<file path="config.mk">
export PLATFORM = sky130hd
export DESIGN_NAME = client_hello_offset_finder_core
export DESIGN_NICKNAME = d
export VERILOG_FILES = /design/src/hdl/chof_pkg.sv /design/src/hdl/client_hello_offset_finder_core.sv
export SDC_FILE = /design/constraint.sdc
export NUM_CORES = 1
export LEC_CHECK = 0
export BUFFER_PORTS_ARGS = -buffer_cell sky130_fd_sc_hd__buf_4
export CORE_ASPECT_RATIO = 0.7
export CORE_MARGIN = 5
export CORE_UTILIZATION = 45
export CTS_CLUSTER_SIZE = 8
export DETAILED_ROUTE_END_ITERATION = 10
export SLEW_MARGIN = 40
export SYNTH_ARGS = -nofsm -noshare
export SYNTH_HDL_FRONTEND = slang
export SYNTH_SLANG_ARGS = --single-unit
</file>
<file path="constraint.sdc">
create_clock -name clock -period 11.1 [get_ports clock]
set_input_delay 0.555 -clock clock [delete_from_list [all_inputs] [get_ports clock]]
set_output_delay 0.555 -clock clock [all_outputs]
set_load 0.01 [all_outputs]
</file>
<file path="src/hdl/chof_pkg.sv">
// Shared constants for the ClientHello offset finder
package chof_pkg;

   localparam int DEF_OFFSET_BITS = 16;
   localparam int RANDOM_BYTES    = 32;

   localparam logic [15:0] ECH_TYPE_RESET = 16'd65037;
   localparam logic [15:0] SNI_TYPE       = 16'd0;
   localparam logic [15:0] NO_ECH_TYPE    = 16'hffff;
   localparam logic [15:0] VER_TLS12      = 16'h0303;
   localparam logic [15:0] VER_TLS13      = 16'h0304;

   localparam int REQ_DATA_W = 8;
   localparam int RSP_DATA_W = 144;

   localparam logic [1:0] STATUS_OK        = 2'd0;
   localparam logic [1:0] STATUS_MALFORMED = 2'd1;
   localparam logic [1:0] STATUS_TOO_LONG  = 2'd2;

   localparam logic [3:0] PH_VER_HI    = 4'd0;
   localparam logic [3:0] PH_VER_LO    = 4'd1;
   localparam logic [3:0] PH_RANDOM    = 4'd2;
   localparam logic [3:0] PH_SID_LEN   = 4'd3;
   localparam logic [3:0] PH_SID       = 4'd4;
   localparam logic [3:0] PH_CS_HI     = 4'd5;
   localparam logic [3:0] PH_CS_LO     = 4'd6;
   localparam logic [3:0] PH_CS        = 4'd7;
   localparam logic [3:0] PH_COMP_LEN  = 4'd8;
   localparam logic [3:0] PH_COMP      = 4'd9;
   localparam logic [3:0] PH_EXTLEN_HI = 4'd10;
   localparam logic [3:0] PH_EXTLEN_LO = 4'd11;
   localparam logic [3:0] PH_EHDR      = 4'd12;
   localparam logic [3:0] PH_EBODY     = 4'd13;
   localparam logic [3:0] PH_DONE      = 4'd14;

   localparam logic [15:0] HDR_TYPE_HI = 16'd4;
   localparam logic [15:0] HDR_TYPE_LO = 16'd3;
   localparam logic [15:0] HDR_LEN_HI  = 16'd2;

endpackage

</file>
<file path="src/hdl/client_hello_offset_finder_core.sv">
// ClientHello offset finder: byte-stream parser with registered result
//
// Takes one ClientHello body byte per cycle on req_ and, on the byte with
// tlast, gives one item on rsp_ with the status, the recorded offsets and
// lengths and the ECH marker. Each byte goes through an input register and
// one parse-state update; the result register loads as the last byte leaves
// the input register. One byte is accepted every cycle, also while a result
// waits on rsp_; a last byte stalls only while the result register is full
// and rsp_tready is low. The csr_ write sets the ECH extension type (reset 65037).
module client_hello_offset_finder_core #(
   parameter int OFFSET_BITS = chof_pkg::DEF_OFFSET_BITS
) (
   input  logic                              clock,
   input  logic                              reset,
   input  logic                              req_tvalid,
   output logic                              req_tready,
   input  logic [chof_pkg::REQ_DATA_W-1:0]   req_tdata,  // [7:0] data_byte
   input  logic                              req_tlast,  // last_byte
   output logic                              rsp_tvalid,
   input  logic                              rsp_tready,
   // [1:0] status, [17:2] session_id_offset, [33:18] extensions_offset,
   // [49:34] extensions_length, [65:50] ech_offset, [81:66] ech_type,
   // [97:82] ech_length, [113:98] sni_offset, [129:114] sni_length,
   // [137:130] inner_marker, [138] inner_valid, [143:139] zero
   output logic [chof_pkg::RSP_DATA_W-1:0]   rsp_tdata,
   input  logic                              csr_wen,
   input  logic [15:0]                       csr_wdata
);
   import chof_pkg::*;

   localparam logic [OFFSET_BITS-1:0] MAX_LEN = {OFFSET_BITS{1'b1}};

   logic [15:0] ech_cfg_ff;

   logic       s1_valid_ff;
   logic [7:0] s1_data_ff;
   logic       s1_last_ff;
   logic       s1_go;

   logic [3:0]             ph_ff,        ph_in;
   logic [OFFSET_BITS-1:0] pos_ff,       pos_in;
   logic [15:0]            rem_ff,       rem_in;
   logic [7:0]             hold_ff,      hold_in;
   logic [OFFSET_BITS-1:0] ext_start_ff, ext_start_in;
   logic [15:0]            cur_type_ff,  cur_type_in;
   logic [1:0]             hits_ff,      hits_in;
   logic [15:0]            sid_off_ff,   sid_off_in;
   logic [15:0]            exts_off_ff,  exts_off_in;
   logic [15:0]            exts_len_ff,  exts_len_in;
   logic [15:0]            ech_off_ff,   ech_off_in;
   logic [15:0]            ech_type_ff,  ech_type_in;
   logic [15:0]            ech_len_ff,   ech_len_in;
   logic [15:0]            sni_off_ff,   sni_off_in;
   logic [15:0]            sni_len_ff,   sni_len_in;
   logic [8:0]             mark_ff,      mark_in;
   logic [8:0]             inner_ff,     inner_in;
   logic [1:0]             err_ff,       err_in;

   logic                   rsp_valid_ff, rsp_valid_in;
   logic [RSP_DATA_W-1:0]  rsp_data_ff;
   logic [RSP_DATA_W-1:0]  rsp_data_in;

   logic [7:0]             b;
   logic [15:0]            word;
   logic [OFFSET_BITS-1:0] pos_next;
   logic [OFFSET_BITS-1:0] hdr_start;
   logic [OFFSET_BITS-1:0] ext_span;
   logic                   ext_end;
   logic                   is_ech;
   logic                   is_sni;
   logic [2:0]             hits_sum;
   logic [1:0]             status;

   assign s1_go      = s1_valid_ff && (!s1_last_ff || !rsp_valid_ff || rsp_tready);
   assign req_tready = !s1_valid_ff || s1_go;
   assign rsp_tvalid = rsp_valid_ff;
   assign rsp_tdata  = rsp_data_ff;

   assign b         = s1_data_ff;
   assign word      = {hold_ff, b};
   assign pos_next  = pos_ff + OFFSET_BITS'(1);
   assign hdr_start = pos_ff - OFFSET_BITS'(3);
   assign ext_span  = pos_next - ext_start_ff;
   assign ext_end   = ext_span >= OFFSET_BITS'(exts_len_ff);
   assign is_ech    = cur_type_ff == ech_cfg_ff;
   assign is_sni    = cur_type_ff == SNI_TYPE;
   assign hits_sum  = 3'(hits_ff) + 3'(is_ech) + 3'(is_sni);

   // parse step for the byte in the input register
   always_comb begin
      ph_in        = ph_ff;
      pos_in       = pos_ff;
      rem_in       = rem_ff;
      hold_in      = hold_ff;
      ext_start_in = ext_start_ff;
      cur_type_in  = cur_type_ff;
      hits_in      = hits_ff;
      sid_off_in   = sid_off_ff;
      exts_off_in  = exts_off_ff;
      exts_len_in  = exts_len_ff;
      ech_off_in   = ech_off_ff;
      ech_type_in  = ech_type_ff;
      ech_len_in   = ech_len_ff;
      sni_off_in   = sni_off_ff;
      sni_len_in   = sni_len_ff;
      mark_in      = mark_ff;
      inner_in     = inner_ff;
      err_in       = err_ff;
      if (err_ff != 2'd0 || ph_ff == PH_DONE) begin
         ph_in = ph_ff;
      end else if (pos_ff == MAX_LEN) begin
         err_in = STATUS_TOO_LONG;
         ph_in  = PH_DONE;
      end else begin
         pos_in = pos_next;
         unique case (ph_ff)
            PH_VER_HI: begin
               hold_in = b;
               ph_in   = PH_VER_LO;
            end
            PH_VER_LO: begin
               if (word == VER_TLS12 || word == VER_TLS13) begin
                  rem_in = 16'(RANDOM_BYTES);
                  ph_in  = PH_RANDOM;
               end else begin
                  ph_in = PH_DONE;
               end
            end
            PH_RANDOM: begin
               rem_in = rem_ff - 16'd1;
               if (rem_ff == 16'd1) begin
                  sid_off_in = pos_next[15:0];
                  ph_in      = PH_SID_LEN;
               end
            end
            PH_SID_LEN: begin
               rem_in = {8'd0, b};
               ph_in  = (b == 8'd0) ? PH_CS_HI : PH_SID;
            end
            PH_SID: begin
               rem_in = rem_ff - 16'd1;
               if (rem_ff == 16'd1) ph_in = PH_CS_HI;
            end
            PH_CS_HI: begin
               hold_in = b;
               ph_in   = PH_CS_LO;
            end
            PH_CS_LO: begin
               rem_in = word;
               ph_in  = (word == 16'd0) ? PH_COMP_LEN : PH_CS;
            end
            PH_CS: begin
               rem_in = rem_ff - 16'd1;
               if (rem_ff == 16'd1) ph_in = PH_COMP_LEN;
            end
            PH_COMP_LEN: begin
               rem_in = {8'd0, b};
               if (b == 8'd0) begin
                  exts_off_in = pos_next[15:0];
                  ph_in       = PH_EXTLEN_HI;
               end else begin
                  ph_in = PH_COMP;
               end
            end
            PH_COMP: begin
               rem_in = rem_ff - 16'd1;
               if (rem_ff == 16'd1) begin
                  exts_off_in = pos_next[15:0];
                  ph_in       = PH_EXTLEN_HI;
               end
            end
            PH_EXTLEN_HI: begin
               hold_in = b;
               ph_in   = PH_EXTLEN_LO;
            end
            PH_EXTLEN_LO: begin
               exts_len_in = word;
               if (word == 16'd0) begin
                  ph_in = PH_DONE;
               end else begin
                  ext_start_in = pos_next;
                  rem_in       = HDR_TYPE_HI;
                  ph_in        = PH_EHDR;
               end
            end
            PH_EHDR: begin
               unique case (rem_ff)
                  HDR_TYPE_HI: begin
                     cur_type_in = {b, 8'd0};
                     rem_in      = rem_ff - 16'd1;
                  end
                  HDR_TYPE_LO: begin
                     cur_type_in = {cur_type_ff[15:8], b};
                     rem_in      = rem_ff - 16'd1;
                  end
                  HDR_LEN_HI: begin
                     hold_in = b;
                     rem_in  = rem_ff - 16'd1;
                  end
                  default: begin
                     if (is_ech && word == 16'd0) begin
                        err_in = STATUS_MALFORMED;
                        ph_in  = PH_DONE;
                     end else begin
                        if (is_ech) begin
                           ech_off_in  = hdr_start[15:0];
                           ech_type_in = cur_type_ff;
                           ech_len_in  = word;
                        end
                        if (is_sni) begin
                           sni_off_in = hdr_start[15:0];
                           sni_len_in = word;
                        end
                        hits_in = (hits_sum > 3'd2) ? 2'd2 : hits_sum[1:0];
                        mark_in = 9'd0;
                        if (word == 16'd0) begin
                           if (hits_in == 2'd2 || ext_end) begin
                              ph_in = PH_DONE;
                           end else begin
                              ph_in  = PH_EHDR;
                              rem_in = HDR_TYPE_HI;
                           end
                        end else begin
                           rem_in = word;
                           ph_in  = PH_EBODY;
                        end
                     end
                  end
               endcase
            end
            PH_EBODY: begin
               if (is_ech && !mark_ff[8]) mark_in = {1'b1, b};
               rem_in = rem_ff - 16'd1;
               if (rem_ff == 16'd1) begin
                  if (is_ech && mark_in[8]) inner_in = mark_in;
                  if (hits_ff == 2'd2 || ext_end) begin
                     ph_in = PH_DONE;
                  end else begin
                     ph_in  = PH_EHDR;
                     rem_in = HDR_TYPE_HI;
                  end
               end
            end
            default: begin
               ph_in = PH_DONE;
            end
         endcase
      end
   end

   always_comb begin
      priority if (err_in == STATUS_TOO_LONG) begin
         status = STATUS_TOO_LONG;
      end else if (err_in == STATUS_MALFORMED || ph_in == PH_VER_LO) begin
         status = STATUS_MALFORMED;
      end else begin
         status = STATUS_OK;
      end
      rsp_data_in = {5'd0, inner_in[8], inner_in[8] ? inner_in[7:0] : 8'd0,
                     sni_len_in, sni_off_in, ech_len_in, ech_type_in, ech_off_in,
                     exts_len_in, exts_off_in, sid_off_in, status};
      if (s1_go && s1_last_ff) begin
         rsp_valid_in = 1'b1;
      end else if (rsp_tready) begin
         rsp_valid_in = 1'b0;
      end else begin
         rsp_valid_in = rsp_valid_ff;
      end
   end

   always_ff @(posedge clock) begin
      if (reset) begin
         ech_cfg_ff <= ECH_TYPE_RESET;
      end else if (csr_wen) begin
         ech_cfg_ff <= csr_wdata;
      end
   end

   always_ff @(posedge clock) begin
      if (reset) begin
         s1_valid_ff <= 1'b0;
      end else if (req_tready) begin
         s1_valid_ff <= req_tvalid;
      end
   end

   always_ff @(posedge clock) begin
      if (req_tready && req_tvalid) begin
         s1_data_ff <= req_tdata;
         s1_last_ff <= req_tlast;
      end
   end

   always_ff @(posedge clock) begin
      if (reset || (s1_go && s1_last_ff)) begin
         ph_ff        <= PH_VER_HI;
         pos_ff       <= '0;
         rem_ff       <= '0;
         hold_ff      <= '0;
         ext_start_ff <= '0;
         cur_type_ff  <= '0;
         hits_ff      <= '0;
         sid_off_ff   <= '0;
         exts_off_ff  <= '0;
         exts_len_ff  <= '0;
         ech_off_ff   <= '0;
         ech_type_ff  <= NO_ECH_TYPE;
         ech_len_ff   <= '0;
         sni_off_ff   <= '0;
         sni_len_ff   <= '0;
         mark_ff      <= '0;
         inner_ff     <= '0;
         err_ff       <= '0;
      end else if (s1_go) begin
         ph_ff        <= ph_in;
         pos_ff       <= pos_in;
         rem_ff       <= rem_in;
         hold_ff      <= hold_in;
         ext_start_ff <= ext_start_in;
         cur_type_ff  <= cur_type_in;
         hits_ff      <= hits_in;
         sid_off_ff   <= sid_off_in;
         exts_off_ff  <= exts_off_in;
         exts_len_ff  <= exts_len_in;
         ech_off_ff   <= ech_off_in;
         ech_type_ff  <= ech_type_in;
         ech_len_ff   <= ech_len_in;
         sni_off_ff   <= sni_off_in;
         sni_len_ff   <= sni_len_in;
         mark_ff      <= mark_in;
         inner_ff     <= inner_in;
         err_ff       <= err_in;
      end
   end

   always_ff @(posedge clock) begin
      if (reset) begin
         rsp_valid_ff <= 1'b0;
      end else begin
         rsp_valid_ff <= rsp_valid_in;
      end
   end

   always_ff @(posedge clock) begin
      if (s1_go && s1_last_ff) begin
         rsp_data_ff <= rsp_data_in;
      end
   end

endmodule

</file>
==> metrics <==
Worst Hold Depth=1; Core ar.=39690 um2; overall routed net length=51.83 mm; post-CTS resize count=0; CTS tree=done; crit path kind=reg -> reg; Max-slew headroom=42.12%; Worst Setup End Kind=flip-flop; Initial Util=45.55%; largest net degree at the start of global routing=141; overall routing resource usage=22.86%; # fillers=3616; Post-synth EDFFs=148; measured slew at the worst slew-check pin=0.8682 ns; first-pass GRT wire length=80.59 mm; Die W=249.6 um; Final Cycle Share=51.02%; die height=177.7 um; final clock skew=0.02733 ns; yosys warns=0; Setup Viol. Count Final=0; most common flop cell mapped by yosys=dfxtp_1; synth top area cells=dfxtp_1 (27%), edfxtp_1 (25%), mux2_2 (6.7%), nand2_1 (4.9%), nor2_1 (4.3%); CTS root buffer=clkbuf_16; non-filler cells, final=2523; Post-CTS Setup Bufs=0; CP max stage delay=0.54 ns; antenna violations before repair=1; Synth cell types=80; CTS Buffer Depth=3; routability cong.=0.9316; Max Slew Vio Count=0; most frequent cells after synthesis=dfxtp_1 (244), nand2_1 (237), nor2_1 (208); # rows=61; # hold bufs at CTS=0; ys async rst share=0%; I/O pins=176; Area growth syn-to-layout=18.18%; full die area=44350 um2; area of the multi-input gates=8031 um2; run status=finished clean; RSZ-0062 raised after global routing=no; area leader, netlist=dfxtp_1; CP required=11.52 ns; crit-path max FO=11; setup ws final=5.436 ns; sequential cell area=9329 um2; drt wl/cell=20.54 um; DRT antenna net count=0; leakage power=7.924 nW; crit path DAT=6.09 ns; worst-path cell chain=ha_1 > xnor2_1 > inv_1 > ha_1 > a21o_1 > a21oi_1 > o21bai_1 > a31o_2 > a21boi_0 > nor2b_1 > xnor2_1 > ha_1 > a21oi_1 > o221ai_1 > a21oi_1 > o211ai_1 > a31oi_2 > nor2_1 > o2bb2ai_1; hold slack final=0.1520 ns; grt total ovfl=0; setup TNS=0 ns; maximum vdd drop=0.1300 mV; routed via count=13880; final hold violation count=0; final core utilization=53.84%; Syn Area/Cell=9.907 um2; power per cell area=154.0 nW/um2; Syn Inst Count=1825; vias in the first global route=13500; H-tree depth=2; DP HPWL=34.92 mm; CTS Buf Count=55; Post-route DRC=0; top-count cell post-synth=dfxtp_1; flops & latches, synth=392; PortBufs=170; Placed Cells incl. Taps=2425; Max stage delay cell, worst path=a31oi_2; Largest register FFs=139; Max-cap violations=0; synthesized area=18080 um2; DR iter-0 viols=1079; Synth top area share=27.02%; Fmax achieved=176.6 MHz; Vias/cell=5.500; nets=2019; FF-to-FF path depth=19; Worst Hold Class=in -> reg; CTS Sinks=392; Clk pin slew, worst setup/hold paths=0.05 ns; Startpoint Class=flip-flop; clk_lat worst skew=0.58 ns; TritonRoute pass-1 iters=5; fraction of layout cells with a size suffix above 1=20.22%; Place WS=5.535 ns; n_diodes=0; crit path time final=5.664 ns; sequential fraction of the synthesis area=51.60%
## critical path: cells and delay by family (launching register included)
| family | cells | cell delay (ns) |
|---|---|---|
| AND/OR/NAND/NOR | 2 | 0.52 |
| buffers and inverters | 1 | 0.16 |
| XOR/XNOR | 2 | 0.66 |
| adder cells (fa/ha/maj) | 3 | 0.96 |
| AO/OA/AOI/OAI | 11 | 2.79 |
| flip-flops | 1 | 0.41 |
## cell type report
class,count,share of cell area (%)
Tap cell,535,3.133
Sequential cell,392,43.66
Clock inverter,4,0.2694
Inverter,55,0.9662
Timing Repair Buffer,193,7.173
Clock buffer,93,7.209
Multi-Input combinational cell,1251,37.59
## placed cells by master (no fill, tap or decap), types with 15 or more instances in the layout
cell / count
dfxtp_1: 244
nand2_1: 236
nor2_1: 205
buf_4: 185
edfxtp_1: 148
a21oi_1: 135
mux2_2: 107
clkbuf_16: 56
inv_1: 54
o21ai_0: 46
a211oi_1: 42
xnor2_1: 39
ha_1: 39
clkbuf_1: 37
xor2_1: 35
mux2i_1: 35
nand3_1: 29
nor3_1: 20
and2_1: 19
nor2b_1: 19
nor4_1: 18
a22oi_1: 18
nand4_1: 15
o2bb2ai_1: 15
## cells by family (layout without fill, tap and decap cells)
group                    after synthesis  in the layout  share of synthesized area, %
AND/OR/NAND/NOR                      635            635                         16.09
AO/OA/AOI/OAI                        354            354                         12.75
other                                  1              5                       0.02074
flip-flops                           392            392                         51.60
adder cells (fa/ha/maj)               41             41                         2.920
XOR/XNOR                              74             74                         3.585
buffers and inverters                186            345                         4.429
multiplexers                         142            142                         8.602
## metal layers
metal | vias to the layer above | part of all wire (%) | GRT usage, % | wire length, um
li1 | 6680 | - | - | -
met1 | 6710 | 49 | 34.93 | 25500
met2 | 421 | 43 | 34.17 | 22250
met3 | 65 | 6.6 | 4.234 | 3414
met4 | 0 | 1.3 | 4.365 | 673
met5 | - | 0 | 0 | 0
## per-stage QoR
step | total power [W] | area, um2
after global routing | 0.003414 | 21370
after global placement | 0.001760 | 19630
after CTS | 0.003324 | 21330
after detailed placement | 0.001763 | 19730
final | 0.003291 | 21370
after floorplan | 0.001683 | 18090
## report_power, final
part / switching (W) / internal (W)
Combinational: 0.000120 / 0.0000739
Clock: 0.000620 / 0.000934
Sequential: 0.0000272 / 0.00152
## worst paths after layout
| check | slack [ns] | startpoint | endpoint |
|---|---|---|---|
| setup / recovery | 5.44 | pos_ff[0] | rem_ff[0] |
| hold / removal | 0.15 | req_tlast | s1_last_ff |
| setup reg to reg | 5.44 | pos_ff[0] | rem_ff[0] |
| hold reg to reg | 0.45 | sid_off_ff[3] | sid_off_ff[3] |
(Power assumes the default switching activity.)
